`config.mk`:
```
export PLATFORM = sky130hd
export DESIGN_NAME = four_wheel_ramped_motor_drive_flat
export DESIGN_NICKNAME = d
export VERILOG_FILES = /design/src/hdl/fwrmd_pkg.sv /design/src/hdl/fwrmd_ifs.sv /design/src/hdl/four_wheel_ramped_motor_drive.sv /design/src/hdl/fwrmd_target.sv /design/src/hdl/fwrmd_ramp.sv /design/src/flat_wrapper.sv
export SDC_FILE = /design/constraint.sdc
export NUM_CORES = 1
export LEC_CHECK = 0
export ABC_AREA = 1
export BUFFER_PORTS_ARGS = -buffer_cell sky130_fd_sc_hd__buf_2
export CAP_MARGIN = 20
export CORE_MARGIN = 2
export CORE_UTILIZATION = 54
export DETAILED_ROUTE_END_ITERATION = 10
export PLACE_DENSITY = 0.68
export SLEW_MARGIN = 30
export SYNTH_ARGS = -nofsm -noshare
export SYNTH_HDL_FRONTEND = slang
export SYNTH_HIERARCHICAL = 1
export SYNTH_SLANG_ARGS = --single-unit
```
`constraint.sdc`:
```
create_clock -name i_clk -period 29.4 [get_ports i_clk]
set_clock_uncertainty 0.05 [all_clocks]
set_input_delay 5.88 -clock i_clk [delete_from_list [all_inputs] [get_ports i_clk]]
set_output_delay 5.88 -clock i_clk [all_outputs]
set_load 0.01 [all_outputs]
```
`src/hdl/fwrmd_pkg.sv`:
```
// shared types, codes and helpers for the four-wheel ramped motor drive
`timescale 1ns / 1ps

package fwrmd_pkg;

    localparam int NUM_MOTORS = 4;

    // motor slots
    localparam int MOT_FL = 0;
    localparam int MOT_RL = 1;
    localparam int MOT_FR = 2;
    localparam int MOT_RR = 3;

    typedef logic signed [8:0] t_speed;

    typedef enum logic [2:0] {
        ACT_TICK           = 3'd0,
        ACT_MOTION         = 3'd1,
        ACT_SET_TARGETS    = 3'd2,
        ACT_GENTLE_STOP    = 3'd3,
        ACT_EMERGENCY_STOP = 3'd4
    } t_action;

    typedef enum logic [2:0] {
        MOV_STOP         = 3'd0,
        MOV_FORWARD      = 3'd1,
        MOV_BACKWARD     = 3'd2,
        MOV_TURN_LEFT    = 3'd3,
        MOV_TURN_RIGHT   = 3'd4,
        MOV_ROTATE_LEFT  = 3'd5,
        MOV_ROTATE_RIGHT = 3'd6
    } t_motion;

    // bridge input codes
    localparam logic [1:0] DIR_OFF = 2'd0;
    localparam logic [1:0] DIR_FWD = 2'd1;
    localparam logic [1:0] DIR_REV = 2'd2;

    // configuration port
    localparam int CFG_INDEX_W = 3;
    localparam int CFG_DATA_W  = 16;

    localparam logic [CFG_INDEX_W-1:0] CFG_MAX_SPEED     = 3'd0;
    localparam logic [CFG_INDEX_W-1:0] CFG_ACCEL_STEP    = 3'd1;
    localparam logic [CFG_INDEX_W-1:0] CFG_DECEL_STEP    = 3'd2;
    localparam logic [CFG_INDEX_W-1:0] CFG_RAMP_INTERVAL = 3'd3;
    localparam logic [CFG_INDEX_W-1:0] CFG_INVERT_MASK   = 3'd4;

    localparam logic [7:0]  RST_MAX_SPEED     = 8'd255;
    localparam logic [7:0]  RST_ACCEL_STEP    = 8'd4;
    localparam logic [7:0]  RST_DECEL_STEP    = 8'd8;
    localparam logic [15:0] RST_RAMP_INTERVAL = 16'd10;
    localparam logic [3:0]  RST_INVERT_MASK   = 4'd0;

    // inner wheel of a turn: floor(s * 45 / 100) = (s * 45 * 5243) >> 19, exact for s < 256
    localparam int          INNER_MUL_W = 18;
    localparam int          INNER_PROD_W = 26;
    localparam int          INNER_SHIFT = 19;
    localparam logic [INNER_MUL_W-1:0] INNER_MUL = 18'd235935;

    typedef struct packed {
        logic       load;
        logic [7:0] peak;
    } t_tgt_ctl;

    function automatic logic [7:0] f_mag(input t_speed v);
        logic [8:0] a;
        if (v[8]) begin
            a = 9'(-v);
        end else begin
            a = 9'(v);
        end
        return a[7:0];
    endfunction

endpackage

```
`src/hdl/fwrmd_ifs.sv`:
```
// request and result channel interfaces of the motor drive
`timescale 1ns / 1ps

interface fwrmd_cmd_if;
    logic               valid;
    logic               ready;
    logic [2:0]         action;
    logic [2:0]         motion;
    logic [7:0]         speed;
    logic signed [15:0] front_left;
    logic signed [15:0] rear_left;
    logic signed [15:0] front_right;
    logic signed [15:0] rear_right;

    modport source (
        output valid, action, motion, speed, front_left, rear_left, front_right, rear_right,
        input  ready
    );
    modport sink (
        input  valid, action, motion, speed, front_left, rear_left, front_right, rear_right,
        output ready
    );
endinterface

interface fwrmd_res_if;
    logic       valid;
    logic       ready;
    logic [7:0] duty_front_left;
    logic [7:0] duty_rear_left;
    logic [7:0] duty_front_right;
    logic [7:0] duty_rear_right;
    logic [1:0] dir_front_left;
    logic [1:0] dir_rear_left;
    logic [1:0] dir_front_right;
    logic [1:0] dir_rear_right;
    logic       standby_on;
    logic [7:0] commanded_speed;
    logic       moving;

    modport source (
        output valid, duty_front_left, duty_rear_left, duty_front_right, duty_rear_right,
               dir_front_left, dir_rear_left, dir_front_right, dir_rear_right,
               standby_on, commanded_speed, moving,
        input  ready
    );
    modport sink (
        input  valid, duty_front_left, duty_rear_left, duty_front_right, duty_rear_right,
               dir_front_left, dir_rear_left, dir_front_right, dir_rear_right,
               standby_on, commanded_speed, moving,
        output ready
    );
endinterface

```
`src/hdl/four_wheel_ramped_motor_drive.sv`:
```
// pipeline: an accepted request passes the input register, then the result register
// throughput: one request per cycle; a result held by the sink stalls the input once the
//   input register also holds a request
// reset: synchronous active-low i_rst_n zeroes all speeds, targets, peak, tick count and
//   standby, and loads the register defaults
`timescale 1ns / 1ps

module four_wheel_ramped_motor_drive (
    input  logic                                i_clk,
    input  logic                                i_rst_n,
    input  logic                                i_cfg_we,
    input  logic [fwrmd_pkg::CFG_INDEX_W-1:0]   i_cfg_index,
    input  logic [fwrmd_pkg::CFG_DATA_W-1:0]    i_cfg_data,
    fwrmd_cmd_if.sink                           i_cmd,
    fwrmd_res_if.source                         o_res
);

    localparam int NM = fwrmd_pkg::NUM_MOTORS;

    // configuration
    logic [7:0]  r_max_speed;
    logic [7:0]  r_accel_step;
    logic [7:0]  r_decel_step;
    logic [15:0] r_ramp_interval;
    logic [3:0]  r_invert_mask;

    // input register
    logic               r_in_valid;
    logic [2:0]         r_action;
    logic [2:0]         r_motion;
    logic [7:0]         r_speed;
    logic signed [15:0] r_raw [NM];

    // drive state
    fwrmd_pkg::t_speed r_tgt [NM];
    fwrmd_pkg::t_speed r_cur [NM];
    logic [7:0]        r_peak;
    logic [15:0]       r_ticks;
    logic              r_standby;

    fwrmd_pkg::t_speed n_tgt [NM];
    fwrmd_pkg::t_speed n_cur [NM];
    logic [7:0]        n_peak;
    logic [15:0]       n_ticks;
    logic              n_standby;

    // result register
    logic       r_out_valid;
    logic [7:0] r_duty [NM];
    logic [1:0] r_dir [NM];
    logic       r_out_standby;
    logic [7:0] r_out_peak;
    logic       r_moving;

    logic [7:0] n_duty [NM];
    logic [1:0] n_dir [NM];
    logic       n_moving;

    logic                 adv;
    fwrmd_pkg::t_speed    cmd_tgt [NM];
    fwrmd_pkg::t_tgt_ctl  cmd_ctl;
    fwrmd_pkg::t_speed    ramp_nxt [NM];
    logic [16:0]          tick_cnt;
    logic                 ramp_fire;
    logic                 any_active;

    assign adv         = r_in_valid && (!r_out_valid || o_res.ready);
    assign i_cmd.ready = !r_in_valid || adv;

    fwrmd_target u_target (
        .i_action    (r_action),
        .i_motion    (r_motion),
        .i_speed     (r_speed),
        .i_raw       (r_raw),
        .i_max_speed (r_max_speed),
        .o_tgt       (cmd_tgt),
        .o_ctl       (cmd_ctl)
    );

    for (genvar g = 0; g < NM; g++) begin : g_ramp
        fwrmd_ramp u_ramp (
            .i_cur        (r_cur[g]),
            .i_tgt        (r_tgt[g]),
            .i_accel_step (r_accel_step),
            .i_decel_step (r_decel_step),
            .o_nxt        (ramp_nxt[g])
        );
    end

    always_comb begin
        tick_cnt  = 17'(r_ticks) + 17'd1;
        ramp_fire = (tick_cnt >= {1'b0, r_ramp_interval});

        any_active = 1'b0;
        for (int i = 0; i < NM; i++) begin
            if (ramp_nxt[i] != 0 || r_tgt[i] != 0) begin
                any_active = 1'b1;
            end
        end

        n_tgt     = r_tgt;
        n_cur     = r_cur;
        n_peak    = r_peak;
        n_ticks   = r_ticks;
        n_standby = r_standby;

        unique case (fwrmd_pkg::t_action'(r_action)) inside
            fwrmd_pkg::ACT_TICK: begin
                if (ramp_fire) begin
                    n_ticks   = '0;
                    n_cur     = ramp_nxt;
                    n_standby = any_active;
                end else begin
                    n_ticks = tick_cnt[15:0];
                end
            end
            fwrmd_pkg::ACT_MOTION, fwrmd_pkg::ACT_SET_TARGETS, fwrmd_pkg::ACT_GENTLE_STOP: begin
                n_tgt  = cmd_tgt;
                n_peak = cmd_ctl.peak;
                if (cmd_ctl.load && cmd_ctl.peak != 8'd0) begin
                    n_standby = 1'b1;
                end
            end
            fwrmd_pkg::ACT_EMERGENCY_STOP: begin
                for (int i = 0; i < NM; i++) begin
                    n_tgt[i] = '0;
                    n_cur[i] = '0;
                end
                n_peak    = '0;
                n_standby = 1'b0;
            end
            default: begin
            end
        endcase

        // bridge view of the new speeds
        n_moving = 1'b0;
        for (int i = 0; i < NM; i++) begin
            n_duty[i] = fwrmd_pkg::f_mag(n_cur[i]);
            if (n_cur[i] == 0) begin
                n_dir[i] = fwrmd_pkg::DIR_OFF;
            end else if ((n_cur[i] > 0) != r_invert_mask[i]) begin
                n_dir[i] = fwrmd_pkg::DIR_FWD;
            end else begin
                n_dir[i] = fwrmd_pkg::DIR_REV;
            end
            if (n_cur[i] != 0 || n_tgt[i] != 0) begin
                n_moving = 1'b1;
            end
        end
    end

    always_ff @(posedge i_clk) begin
        if (!i_rst_n) begin
            r_max_speed     <= fwrmd_pkg::RST_MAX_SPEED;
            r_accel_step    <= fwrmd_pkg::RST_ACCEL_STEP;
            r_decel_step    <= fwrmd_pkg::RST_DECEL_STEP;
            r_ramp_interval <= fwrmd_pkg::RST_RAMP_INTERVAL;
            r_invert_mask   <= fwrmd_pkg::RST_INVERT_MASK;
        end else if (i_cfg_we) begin
            unique case (i_cfg_index)
                fwrmd_pkg::CFG_MAX_SPEED:     r_max_speed     <= i_cfg_data[7:0];
                fwrmd_pkg::CFG_ACCEL_STEP:    r_accel_step    <= i_cfg_data[7:0];
                fwrmd_pkg::CFG_DECEL_STEP:    r_decel_step    <= i_cfg_data[7:0];
                fwrmd_pkg::CFG_RAMP_INTERVAL: r_ramp_interval <= i_cfg_data;
                fwrmd_pkg::CFG_INVERT_MASK:   r_invert_mask   <= i_cfg_data[3:0];
                default: begin
                end
            endcase
        end
    end

    always_ff @(posedge i_clk) begin
        if (!i_rst_n) begin
            r_in_valid  <= 1'b0;
            r_out_valid <= 1'b0;
            r_peak      <= '0;
            r_ticks     <= '0;
            r_standby   <= 1'b0;
            for (int i = 0; i < NM; i++) begin
                r_tgt[i] <= '0;
                r_cur[i] <= '0;
            end
        end else begin
            if (i_cmd.ready) begin
                r_in_valid <= i_cmd.valid;
            end
            if (adv) begin
                r_out_valid <= 1'b1;
                r_tgt       <= n_tgt;
                r_cur       <= n_cur;
                r_peak      <= n_peak;
                r_ticks     <= n_ticks;
                r_standby   <= n_standby;
            end else if (o_res.ready) begin
                r_out_valid <= 1'b0;
            end
        end
    end

    // payload registers
    always_ff @(posedge i_clk) begin
        if (i_cmd.valid && i_cmd.ready) begin
            r_action            <= i_cmd.action;
            r_motion            <= i_cmd.motion;
            r_speed             <= i_cmd.speed;
            r_raw[fwrmd_pkg::MOT_FL] <= i_cmd.front_left;
            r_raw[fwrmd_pkg::MOT_RL] <= i_cmd.rear_left;
            r_raw[fwrmd_pkg::MOT_FR] <= i_cmd.front_right;
            r_raw[fwrmd_pkg::MOT_RR] <= i_cmd.rear_right;
        end
        if (adv) begin
            r_duty        <= n_duty;
            r_dir         <= n_dir;
            r_out_standby <= n_standby;
            r_out_peak    <= n_peak;
            r_moving      <= n_moving;
        end
    end

    assign o_res.valid            = r_out_valid;
    assign o_res.duty_front_left  = r_duty[fwrmd_pkg::MOT_FL];
    assign o_res.duty_rear_left   = r_duty[fwrmd_pkg::MOT_RL];
    assign o_res.duty_front_right = r_duty[fwrmd_pkg::MOT_FR];
    assign o_res.duty_rear_right  = r_duty[fwrmd_pkg::MOT_RR];
    assign o_res.dir_front_left   = r_dir[fwrmd_pkg::MOT_FL];
    assign o_res.dir_rear_left    = r_dir[fwrmd_pkg::MOT_RL];
    assign o_res.dir_front_right  = r_dir[fwrmd_pkg::MOT_FR];
    assign o_res.dir_rear_right   = r_dir[fwrmd_pkg::MOT_RR];
    assign o_res.standby_on       = r_out_standby;
    assign o_res.commanded_speed  = r_out_peak;
    assign o_res.moving           = r_moving;

endmodule

```
`src/hdl/fwrmd_target.sv`:
```
// command decoder: turns a request into four clamped targets and the peak magnitude
`timescale 1ns / 1ps

module fwrmd_target (
    input  logic [2:0]          i_action,
    input  logic [2:0]          i_motion,
    input  logic [7:0]          i_speed,
    input  logic signed [15:0]  i_raw [fwrmd_pkg::NUM_MOTORS],
    input  logic [7:0]          i_max_speed,
    output fwrmd_pkg::t_speed   o_tgt [fwrmd_pkg::NUM_MOTORS],
    output fwrmd_pkg::t_tgt_ctl o_ctl
);

    function automatic fwrmd_pkg::t_speed f_clamp(input logic signed [15:0] v,
                                                  input logic [7:0] m);
        logic signed [15:0] hi;
        logic signed [15:0] lo;
        fwrmd_pkg::t_speed  r;
        hi = $signed({8'd0, m});
        lo = -hi;
        if (v > hi) begin
            r = hi[8:0];
        end else if (v < lo) begin
            r = lo[8:0];
        end else begin
            r = v[8:0];
        end
        return r;
    endfunction

    logic [7:0]                          s;
    logic [fwrmd_pkg::INNER_PROD_W-1:0]  prod;
    logic [7:0]                          inner;
    fwrmd_pkg::t_speed                   pos_s;
    fwrmd_pkg::t_speed                   neg_s;
    fwrmd_pkg::t_speed                   pos_in;
    logic [7:0]                          m [fwrmd_pkg::NUM_MOTORS];
    logic [7:0]                          p_left;
    logic [7:0]                          p_right;

    always_comb begin
        s      = (i_speed < i_max_speed) ? i_speed : i_max_speed;
        prod   = fwrmd_pkg::INNER_PROD_W'(s) * fwrmd_pkg::INNER_PROD_W'(fwrmd_pkg::INNER_MUL);
        inner  = 8'(prod >> fwrmd_pkg::INNER_SHIFT);
        pos_s  = $signed({1'b0, s});
        neg_s  = -pos_s;
        pos_in = $signed({1'b0, inner});

        for (int i = 0; i < fwrmd_pkg::NUM_MOTORS; i++) begin
            o_tgt[i] = '0;
        end
        o_ctl.load = 1'b0;

        unique case (fwrmd_pkg::t_action'(i_action))
            fwrmd_pkg::ACT_MOTION: begin
                o_ctl.load = 1'b1;
                unique case (fwrmd_pkg::t_motion'(i_motion))
                    fwrmd_pkg::MOV_FORWARD: begin
                        for (int i = 0; i < fwrmd_pkg::NUM_MOTORS; i++) begin
                            o_tgt[i] = pos_s;
                        end
                    end
                    fwrmd_pkg::MOV_BACKWARD: begin
                        for (int i = 0; i < fwrmd_pkg::NUM_MOTORS; i++) begin
                            o_tgt[i] = neg_s;
                        end
                    end
                    fwrmd_pkg::MOV_TURN_LEFT: begin
                        o_tgt[fwrmd_pkg::MOT_FL] = pos_in;
                        o_tgt[fwrmd_pkg::MOT_RL] = pos_in;
                        o_tgt[fwrmd_pkg::MOT_FR] = pos_s;
                        o_tgt[fwrmd_pkg::MOT_RR] = pos_s;
                    end
                    fwrmd_pkg::MOV_TURN_RIGHT: begin
                        o_tgt[fwrmd_pkg::MOT_FL] = pos_s;
                        o_tgt[fwrmd_pkg::MOT_RL] = pos_s;
                        o_tgt[fwrmd_pkg::MOT_FR] = pos_in;
                        o_tgt[fwrmd_pkg::MOT_RR] = pos_in;
                    end
                    fwrmd_pkg::MOV_ROTATE_LEFT: begin
                        o_tgt[fwrmd_pkg::MOT_FL] = neg_s;
                        o_tgt[fwrmd_pkg::MOT_RL] = neg_s;
                        o_tgt[fwrmd_pkg::MOT_FR] = pos_s;
                        o_tgt[fwrmd_pkg::MOT_RR] = pos_s;
                    end
                    fwrmd_pkg::MOV_ROTATE_RIGHT: begin
                        o_tgt[fwrmd_pkg::MOT_FL] = pos_s;
                        o_tgt[fwrmd_pkg::MOT_RL] = pos_s;
                        o_tgt[fwrmd_pkg::MOT_FR] = neg_s;
                        o_tgt[fwrmd_pkg::MOT_RR] = neg_s;
                    end
                    // stop and the unused code both act as a gentle stop
                    default: begin
                    end
                endcase
            end
            fwrmd_pkg::ACT_SET_TARGETS: begin
                o_ctl.load = 1'b1;
                for (int i = 0; i < fwrmd_pkg::NUM_MOTORS; i++) begin
                    o_tgt[i] = f_clamp(i_raw[i], i_max_speed);
                end
            end
            fwrmd_pkg::ACT_GENTLE_STOP: begin
                o_ctl.load = 1'b1;
            end
            default: begin
            end
        endcase

        for (int i = 0; i < fwrmd_pkg::NUM_MOTORS; i++) begin
            m[i] = fwrmd_pkg::f_mag(o_tgt[i]);
        end
        p_left     = (m[0] > m[1]) ? m[0] : m[1];
        p_right    = (m[2] > m[3]) ? m[2] : m[3];
        o_ctl.peak = (p_left > p_right) ? p_left : p_right;
    end

endmodule

```
`src/hdl/fwrmd_ramp.sv`:
```
// one motor's slew step: moves the current speed toward its target
`timescale 1ns / 1ps

module fwrmd_ramp (
    input  fwrmd_pkg::t_speed i_cur,
    input  fwrmd_pkg::t_speed i_tgt,
    input  logic [7:0]        i_accel_step,
    input  logic [7:0]        i_decel_step,
    output fwrmd_pkg::t_speed o_nxt
);

    fwrmd_pkg::t_speed  aim;
    logic [7:0]         step;
    logic signed [10:0] cur_x;
    logic signed [10:0] aim_x;
    logic signed [10:0] step_x;
    logic signed [10:0] r;

    always_comb begin
        // opposite signs: head for zero first
        if ((i_cur > 0 && i_tgt < 0) || (i_cur < 0 && i_tgt > 0)) begin
            aim = '0;
        end else begin
            aim = i_tgt;
        end
        step   = (fwrmd_pkg::f_mag(aim) > fwrmd_pkg::f_mag(i_cur)) ? i_accel_step
                                                                    : i_decel_step;
        cur_x  = 11'(i_cur);
        aim_x  = 11'(aim);
        step_x = $signed({3'd0, step});

        if (i_cur == i_tgt) begin
            r = cur_x;
        end else if (cur_x < aim_x) begin
            r = cur_x + step_x;
            if (r > aim_x) begin
                r = aim_x;
            end
        end else begin
            r = cur_x - step_x;
            if (r < aim_x) begin
                r = aim_x;
            end
        end
        o_nxt = r[8:0];
    end

endmodule

```
`src/flat_wrapper.sv`:
```
// flat-port wrapper written by rule: the top's interface ports become plain ports
module four_wheel_ramped_motor_drive_flat 
  (i_clk, i_rst_n, i_cfg_we, i_cfg_index, i_cfg_data, i_cmd_valid, i_cmd_action, i_cmd_motion, i_cmd_speed, i_cmd_front_left, i_cmd_rear_left, i_cmd_front_right, i_cmd_rear_right, i_cmd_ready, o_res_valid, o_res_duty_front_left, o_res_duty_rear_left, o_res_duty_front_right, o_res_duty_rear_right, o_res_dir_front_left, o_res_dir_rear_left, o_res_dir_front_right, o_res_dir_rear_right, o_res_standby_on, o_res_commanded_speed, o_res_moving, o_res_ready);
  fwrmd_cmd_if i_cmd_i ();
  fwrmd_res_if o_res_i ();
  input  logic i_clk;
  input  logic i_rst_n;
  input  logic i_cfg_we;
  input  logic [fwrmd_pkg::CFG_INDEX_W-1:0] i_cfg_index;
  input  logic [fwrmd_pkg::CFG_DATA_W-1:0] i_cfg_data;
  input wire logic [$bits(i_cmd_i.valid)-1:0] i_cmd_valid;
  input wire logic [$bits(i_cmd_i.action)-1:0] i_cmd_action;
  input wire logic [$bits(i_cmd_i.motion)-1:0] i_cmd_motion;
  input wire logic [$bits(i_cmd_i.speed)-1:0] i_cmd_speed;
  input wire logic [$bits(i_cmd_i.front_left)-1:0] i_cmd_front_left;
  input wire logic [$bits(i_cmd_i.rear_left)-1:0] i_cmd_rear_left;
  input wire logic [$bits(i_cmd_i.front_right)-1:0] i_cmd_front_right;
  input wire logic [$bits(i_cmd_i.rear_right)-1:0] i_cmd_rear_right;
  output wire logic [$bits(i_cmd_i.ready)-1:0] i_cmd_ready;
  output wire logic [$bits(o_res_i.valid)-1:0] o_res_valid;
  output wire logic [$bits(o_res_i.duty_front_left)-1:0] o_res_duty_front_left;
  output wire logic [$bits(o_res_i.duty_rear_left)-1:0] o_res_duty_rear_left;
  output wire logic [$bits(o_res_i.duty_front_right)-1:0] o_res_duty_front_right;
  output wire logic [$bits(o_res_i.duty_rear_right)-1:0] o_res_duty_rear_right;
  output wire logic [$bits(o_res_i.dir_front_left)-1:0] o_res_dir_front_left;
  output wire logic [$bits(o_res_i.dir_rear_left)-1:0] o_res_dir_rear_left;
  output wire logic [$bits(o_res_i.dir_front_right)-1:0] o_res_dir_front_right;
  output wire logic [$bits(o_res_i.dir_rear_right)-1:0] o_res_dir_rear_right;
  output wire logic [$bits(o_res_i.standby_on)-1:0] o_res_standby_on;
  output wire logic [$bits(o_res_i.commanded_speed)-1:0] o_res_commanded_speed;
  output wire logic [$bits(o_res_i.moving)-1:0] o_res_moving;
  input wire logic [$bits(o_res_i.ready)-1:0] o_res_ready;
  assign i_cmd_i.valid = i_cmd_valid;
  assign i_cmd_i.action = i_cmd_action;
  assign i_cmd_i.motion = i_cmd_motion;
  assign i_cmd_i.speed = i_cmd_speed;
  assign i_cmd_i.front_left = i_cmd_front_left;
  assign i_cmd_i.rear_left = i_cmd_rear_left;
  assign i_cmd_i.front_right = i_cmd_front_right;
  assign i_cmd_i.rear_right = i_cmd_rear_right;
  assign i_cmd_ready = i_cmd_i.ready;
  assign o_res_valid = o_res_i.valid;
  assign o_res_duty_front_left = o_res_i.duty_front_left;
  assign o_res_duty_rear_left = o_res_i.duty_rear_left;
  assign o_res_duty_front_right = o_res_i.duty_front_right;
  assign o_res_duty_rear_right = o_res_i.duty_rear_right;
  assign o_res_dir_front_left = o_res_i.dir_front_left;
  assign o_res_dir_rear_left = o_res_i.dir_rear_left;
  assign o_res_dir_front_right = o_res_i.dir_front_right;
  assign o_res_dir_rear_right = o_res_i.dir_rear_right;
  assign o_res_standby_on = o_res_i.standby_on;
  assign o_res_commanded_speed = o_res_i.commanded_speed;
  assign o_res_moving = o_res_i.moving;
  assign o_res_i.ready = o_res_ready;
  four_wheel_ramped_motor_drive u_core (.i_clk(i_clk), .i_rst_n(i_rst_n), .i_cfg_we(i_cfg_we), .i_cfg_index(i_cfg_index), .i_cfg_data(i_cfg_data), .i_cmd(i_cmd_i), .o_res(o_res_i));
endmodule
```
### After elaboration in Yosys (flattened, before gate mapping)

Index checks and enable logic that the tools add are counted.

* $add $sub $neg: 27
* multipliers: 1
* magnitude comparators: 49
* equality and inequality tests: 22
* mux-type cells: 74
* reductions and logical operators: 59

Operators by type and width (number)
* $reduce_bool 32->1: 16
* $mux 9: 28
* $pmux 36 s2: 3
* $pmux 36 s6: 1
* $mux 8: 24
* $logic_not 32->1: 4
* $neg 8->8: 16
* $gt 9x1->1 const B: 12
* $lt 9x1->1 const B: 8
* $gt 16x9->1: 4
* $lt 16x16->1: 4
* $gt 8x8->1: 7
* $add 9x9->10: 4
* $gt 10x9->1: 4
* $lt 10x9->1: 4
* $sub 9x9->10: 4
* $eq 9x9->1: 4
* $lt 9x9->1: 4
* $mux 36: 1
* $mul 8x18->26 const B: 1
* $eq 3x2->1 const B: 6
* $add 16x1->17 const B: 1
* $ge 17x16->1: 1
* $mux 16: 1
* other kinds (18): 70

* bits in registers: 271
* input bits: 102
* output and inout port bits: 52
* logic and storage cells: 268

### Longest topological paths before layout

Gate-level depths: netlist of the first run.

* depth in word-level cells: 21
* depth in mapped cells: 68
* depth with buffers taken out: 66

### Hierarchy

The synthesis of the first run kept the hierarchy.

Modules (own cells, without submodules)
* four_wheel_ramped_motor_drive: times used 1, cells each 1603, area each 12914.9 um2, seq. area each 6706.4 um2
* fwrmd_target: times used 1, cells each 1457, area each 8888.5 um2, seq. area each 0.0 um2
* fwrmd_ramp at u_core.g_ramp[1].u_ramp: times used 1, cells each 547, area each 3061.7 um2, seq. area each 0.0 um2
* fwrmd_ramp at u_core.g_ramp[3].u_ramp: times used 1, cells each 543, area each 3051.7 um2, seq. area each 0.0 um2
* fwrmd_ramp at u_core.g_ramp[2].u_ramp: times used 1, cells each 539, area each 3020.4 um2, seq. area each 0.0 um2
* fwrmd_ramp at u_core.g_ramp[0].u_ramp: times used 1, cells each 536, area each 2979.1 um2, seq. area each 0.0 um2

### Least setup slack after synthesis of the first run

OpenSTA, ideal clock, no wires.

* kind: in2out
* start: in o_res_ready
* end: out i_cmd_ready
* arrival time: 6.064 ns
* required time: 23.470 ns
* slack: 17.406 ns
* cell stages on the path: 2
* buffers on the path: 0
* cells stage by stage: inv_1 nand3_1

* word-level cells in the longest chain between the ends: 3

RTL lines
* from (decl): RTL line flat_wrapper.sv:32 `input wire logic [$bits(o_res_i.ready)-1:0] o_res_ready;`
* $logic_or 1x1->1: RTL line four_wheel_ramped_motor_drive.sv:67 `assign adv = r_in_valid && (!r_out_valid || o_res.ready);`
* $logic_and 1x1->1: RTL line four_wheel_ramped_motor_drive.sv:67
* $logic_or 1x1->1: RTL line four_wheel_ramped_motor_drive.sv:68 `assign i_cmd.ready = !r_in_valid || adv;`
* to (decl): RTL line flat_wrapper.sv:19 `output wire logic [$bits(i_cmd_i.ready)-1:0] i_cmd_ready;`

Every way passes these cells.

### Final worst setup path of the first run

Ends and elaborated chain as after synthesis.

==> impl_metrics.tcl, run 1 <==
set metrics [dict create \
    antenna_found_initial 3 \
    row_count 91 \
    numPortBuffers 153 \
    postCtsSetupBuffers 0 \
    synthFlopType "dfxtp_1" \
    clk_latency_ns 0.56 \
    fin_setup_tns_ns 0 \
    detail_route.wl_per_cell_microns 17.2 \
    grt_pass1_vias 30700 \
    dp_hpwl_microns 84600 \
    nets 5929 \
    netSwitchingFraction_pct 49.4 \
    die-area_sq_um 64800 \
    ys.warnings.count 6 \
    syn-num-nets 5809 \
    drt-total-wl_microns 107000 \
    maxCapViolCount 0 \
    worstMarginPinSlew_ns 1.14 \
    final_common_cell "nand2_1" \
    core-area_sq_um 61900 \
    grt.overflow.total 0 \
    ios 154 \
    syn_area_per_cell_sq_um 6.49 \
    ff_latch_area_sq_um 6710 \
    status "finished clean" \
    first_iter_violations 3043 \
    hold_viol_final 0 \
    cts.repair.resized 0 \
    drive_above_1_share_pct 10.1 \
    root_buffer "clkbuf_16" \
    drt-vias-per-instance 5.40 \
    synth_edf_count 128 \
    vias 33600 \
    ys_ff_latch 271 \
    cts_buffers 35 \
    ys_seq_area_share_pct 19.8 \
    p_leak_nw 19.6 \
    final_cell_mix "nand2_1 (1,441), inv_1 (869), ha_1 (440)" \
    stdcell_count 6208 \
    area_growth_syn_to_layout_pct 7.83 \
    worst_ep_required_time_ns 23.47 \
    p_clk_share_pct 19.0 \
    async_flop_share_pct 0 \
    multi_input_area_sq_um 23100 \
    fillers 6257 \
    netlist_instances 5225 \
    p_comb_share_pct 60.6 \
    rsz0062_at_grt "no" \
    cts_buffer_depth 3 \
    drv_slew 0 \
    die_w_microns 255 \
    drtAntennaViolNets 0 \
    setup_viol 0 \
    path_clk_slew_ns 0.06 \
    p_per_area_nw_per_um2 59.7 \
    end_kind "primary output" \
    dp_cells 6144 \
    switchingPower_mw 1.08 \
    critPathMaxFanout 3 \
    ir_worst_vdd_mv 0.0487 \
    crit_arrival_ns 6.52 \
    fmax_ghz 0.0803 \
    grt_usage_pct 32.5 \
    grt_max_degree 108 \
    diodes 0 \
    relSlewSlack_pct 23.5 \
    worstHoldPathType "reg2reg" \
    firstDrtPassIters 6 \
    cts_tree "built" \
    fin_crit_ns 12.45 \
    htree_levels 2 \
    period_share_pct 42.3 \
    syn_area_sq_um 33900 \
    gp_congestion 0.988 \
    ctsHoldBuffers 0 \
    die_h_microns 255 \
    drcViolationCount 0 \
    clkSinkCount 271 \
    grt_pass1_wl_microns 166000 \
    worstSetupStartpointType "primary input" \
    finalPower_mw 2.18 \
    crit_type "in2out" \
    seqPwrFrac_pct 20.4 \
    p_int_mw 1.11 \
    initial_core_util_pct 54.8 \
    ys_types 66 \
]
==> power by group through the flow <==
stage / Clock [mW] / Sequential [mW] / Combinational (mW)
floorplan: 0 / 0.447 / 0.984
global placement: 0 / 0.453 / 1.29
detailed placement: 0 / 0.453 / 1.30
CTS: 0.422 / 0.445 / 1.31
global route: 0.436 / 0.448 / 1.51
finish: 0.415 / 0.446 / 1.32
==> cell usage after synthesis, drive strengths merged (16+ instances only) <==
cell type  instances  area, sq um
a21oi            288         1460
buf               54          397
clkbuf            54          203
dfxtp            143         2860
edfxtp           128         3840
fa                42          841
ha               440         5510
inv              924         3470
nand2           1535         6090
nand3            417         2180
nand3b            35          263
nand4             74          475
nor2             409         1880
nor3              35          210
nor4              31          194
o211ai            39          293
o21a              16          120
o21ai            337         1810
o21bai            31          240
xnor2             27          236
xor2              89          787
==> state kept, by name (all words and copies together) (netlist names), 16 cells and up <==
signal and count:
u_core/r_raw 64, u_core/r_cur 36, u_core/r_ticks 16, u_core/r_ramp_interval 16, u_core/r_tgt 36
==> stage by stage <==
stage / hold WS, ns / utilization [%] / cell area [sq um] / setup slack, ns
floorplan: 0.385 / - / 33900 / 17.41
global placement: 0.399 / 57.2 / 35400 / 16.97
detailed placement: 0.403 / 57.2 / 35400 / 16.97
CTS: 0.413 / 59.0 / 36500 / 16.97
global route: 0.442 / 59.0 / 36600 / 16.93
finish: 0.413 / 59.0 / 36600 / 16.95
==> layout make-up <==
cell class                      instances  area share [%]
Timing Repair Buffer                  191            2.95
Clock inverter                         20           0.476
Clock buffer                           43            2.53
Sequential cell                       271            18.3
Tap cell                              837            2.86
Inverter                              937            9.65
Multi-Input combinational cell       3909            63.2
==> critical path, stage by stage <==
cell and delay (ns):
buf_2 0.13, inv_1 0.07, nand3_1 0.20, buf_2 0.23
==> worst paths after layout <==
path	cells past startpoint	end	slack, ns	start
worst min-delay path	2	u_core/r_ramp_interval[4]$_SDFFE_PN0P_	0.41	u_core/r_ramp_interval[4]$_SDFFE_PN0P_
worst max-delay path	4	i_cmd_ready	16.95	o_res_ready
worst min register to register	2	u_core/r_ramp_interval[4]$_SDFFE_PN0P_	0.41	u_core/r_ramp_interval[4]$_SDFFE_PN0P_
worst max register to register	53	u_core/o_res.standby_on$_DFFE_PP_	18.22	u_core/r_max_speed[5]$_SDFFE_PN1P_
==> per-layer routing <==
layer / routed length, microns / vias up / global-route usage [%]
met5: 0 / - / 0
met2: 48000 / 1129 / 53.5
li1: - / 17100 / -
met3: 7370 / 229 / 3.86
met1: 46200 / 15100 / 42.8
met4: 5140 / 0 / 14.5
==> cells by family after synthesis <==
family / synth area share (%)
multiplexers: 0.0664
AO/OA/AOI/OAI: 12.6
XOR/XNOR: 3.02
AND/OR/NAND/NOR: 33.6
flip-flops: 19.8
buffers and inverters: 12.2
adder cells (fa/ha/maj): 18.7
Note: power is estimated with default switching activity, not from simulation.
==> inputs of run 2 (changes only) <==
- ABC_AREA: 1 -> 0
- PLACE_DENSITY: 0.68 -> 0.71
- clock period: 29.4 -> 10.3 ns (I/O delays scaled with it)
==> run 2 against run 1 <==
Effect of this change:
- register-to-register slack lost 18 ns
- sequential power grew to 2.8 times the previous value
- worst setup slack lost 17 ns
- clock power grew to 3.0 times the previous value
- combinational power grew 120%
- largest power group unchanged
- die area shrank 10%
- critical endpoint is now u_core/r_standby$_SDFFE_PN0P_
- first-iteration DRC count shrank 15%
==> impl_metrics.tcl, run 2 <==
set metrics [dict create \
    grt_max_degree 79 \
    worstMarginPinSlew_ns 1.07 \
    crit_type "reg2reg" \
    syn_area_sq_um 30300 \
    final_common_cell "ha_1" \
    drive_above_1_share_pct 18.1 \
    ys.warnings.count 6 \
    min_path_cells 2 \
    placed_cell_area_sq_um 32700 \
    ys_ff_latch 271 \
    hold_path.startpoint "u_core/r_ramp_interval[13]$_SDFFE_PN0P_" \
    cts_buffer_depth 3 \
    ctsHoldBuffers 0 \
    rsz0062_at_grt "yes" \
    end_kind "register" \
    gp_congestion 0.991 \
    slowest_stage "fa_2" \
    syn_area_per_cell_sq_um 8.56 \
    drcViolationCount 0 \
    synth_most_common_cell "ha_1" \
    async_flop_share_pct 0 \
    dp_hpwl_microns 78900 \
    syn-num-nets 4126 \
    worstSetupStartpoint "u_core/r_speed[2]$_DFFE_PP_" \
    grt_usage_pct 33.9 \
    use_met2_pct 56.6 \
    ir_worst_vdd_mv 0.132 \
    die_w_microns 241 \
    setup_viol 0 \
    root_buffer "clkbuf_16" \
    critPathMaxFanout 5 \
    final_util_pct 62.6 \
    synth_top_area_share_pct 18.1 \
    met1_usage_pct 42.5 \
    worstSetupStartpointType "register" \
    firstDrtPassIters 5 \
    design_area_sq_um 34600 \
    worst_ep_required_time_ns 10.74 \
    area_growth_syn_to_layout_pct 14.1 \
    synth_top_area_cell "ha_1" \
    numPortBuffers 153 \
    hold_viol_final 0 \
    crit_top_cell "o21ai_2" \
    p_leak_nw 15.1 \
    dp_cells 4478 \
    drt-total-wl_microns 101000 \
    path_clk_slew_ns 0.06 \
    nets 4370 \
    clkSinkCount 271 \
    synth_edf_count 128 \
    max_stage_delay_ns 0.60 \
    ys_types 129 \
    initial_core_util_pct 54.8 \
    synthFlopType "dfxtp_1" \
    relSlewSlack_pct 28.2 \
    core-area_sq_um 55300 \
    worstHoldPathType "reg2reg" \
    largest-register "u_core/r_raw" \
    met3_usage_pct 4.86 \
    fin_crit_ns 10.07 \
    grt_pass1_vias 26900 \
    die-area_sq_um 58100 \
    htree_levels 1 \
    r2r_cells 44 \
    top_usage_layer "met2" \
    drtAntennaViolNets 0 \
    final_cell_mix "ha_1 (430), nor2_1 (331), nand2_1 (264)" \
    grt_pass1_wl_microns 153000 \
    clk_latency_ns 0.60 \
    period_share_pct 97.7 \
    crit_arrival_ns 10.50 \
    drt-vias-per-instance 6.27 \
    antenna_found_initial 2 \
    status "finished clean" \
    r2r_start "u_core/r_speed[2]$_DFFE_PP_" \
    maxCapViolCount 0 \
    stdcell_count 4561 \
    grt.overflow.total 0 \
    row_count 86 \
    ios 154 \
    drv_slew 0 \
    yosys-top-cells-count "ha_1 (440), nor2_1 (336), a21oi_1 (267), nand2_1 (267), inv_1 (226)" \
    largest_reg_flops 64 \
    detail_route.wl_per_cell_microns 22.2 \
    p_per_area_nw_per_um2 155 \
    cts_buffers 31 \
    fmax_ghz 0.0994 \
    ys_seq_area_share_pct 22.1 \
    netlist_instances 3542 \
    vias 28600 \
    first_iter_violations 2600 \
    cts_tree "built" \
    synth.area.top_cells "ha_1 (18%), edfxtp_1 (13%), dfxtp_1 (9.4%)" \
    top_regs "u_core/r_raw (64), u_core/r_cur (36), u_core/r_tgt (36)" \
    die_h_microns 241 \
]
[run 2: changes by cell type after synthesis, moves of 42 or more]
cell and change:
mux2_2 +54, a22oi_1 +67, mux2i_1 +89, inv_2 -49, a21o_1 +42, nand2_2 -71
o21ai_0 -146, inv_1 -645, nor2b_1 +49, xnor2_1 +97, a211oi_1 +54, nand2_1 -1175
nand3_1 -305
[run 2: path summary, 6_finish.rpt]
check                                                                to  slack (ns)
worst max-delay path                      u_core/r_standby$_SDFFE_PN0P_        0.23
worst min register to register  u_core/r_ramp_interval[13]$_SDFFE_PN0P_        0.40
worst max register to register            u_core/r_standby$_SDFFE_PN0P_        0.23
worst min-delay path            u_core/r_ramp_interval[13]$_SDFFE_PN0P_        0.40
[run 2: worst max-delay path, delay by kind of cell, from the launching register on]
kind                     cells  cell delay (ns)
AO/OA/AOI/OAI               18             3.05
XOR/XNOR                     1             0.11
buffers and inverters        5             0.55
multiplexers                 1             0.32
flip-flops                   1             0.44
adder cells (fa/ha/maj)      8             3.28
AND/OR/NAND/NOR             11             2.09
[run 2: metal layers]
layer	up-vias	share of wire, %
met5	-	0.014
met4	2	5.9
met3	318	7.1
met2	1253	46
met1	13400	41
li1	13600	-
[run 2: power breakdown]
| group | leakage [nW] | internal (mW) | switching [mW] |
|---|---|---|---|
| logic | 12.1 | 1.22 | 1.66 |
| clock network | 0.561 | 0.779 | 0.463 |
| registers | 2.40 | 1.19 | 0.0514 |
[run 2: area by class of cell]
cell class	instances	area (sq um)
Antenna cell	2	5.00
Tap cell	748	936
Clock inverter	16	267
Inverter	231	877
Fill cell	4944	20700
Clock buffer	42	890
Sequential cell	271	6710
Timing Repair Buffer	342	2210
Timing Repair inverter	1	7.51
Multi-Input combinational cell	2908	22700
[run 2: what timing repair did]
| item | 4_1_cts | 5_1_grt |
|---|---|---|
| setup buffers | 0 | 22 |
| pin swaps | 0 | 33 |
| gates cloned | 0 | 1 |
| gates resized for setup | 6 | 120 |
| endpoints found under the setup margin | 2 | 24 |
[run 2: through the flow]
stage / power [mW] / hold slack (ns) / TNS, ns / setup WS [ns]
after floorplan: 3.08 / 0.386 / 0 / 0.000988
after global placement: 3.77 / 0.394 / 0 / 0.0722
after detailed placement: 3.79 / 0.398 / -0.309 / -0.180
after CTS: 5.06 / 0.406 / 0 / 0.00242
after global routing: 5.71 / 0.422 / -0.645 / -0.293
final: 5.37 / 0.404 / 0 / 0.235
[run 2: kinds of logic after synthesis]
| group | after synthesis | synth area share [%] |
|---|---|---|
| simple gates | 1100 | 18.0 |
| compound gates | 985 | 23.2 |
| fa+ha+maj | 482 | 20.9 |
| buf+inv | 363 | 4.97 |
| flops | 271 | 22.1 |
| xor+xnor | 192 | 5.54 |
| mux | 149 | 5.24 |
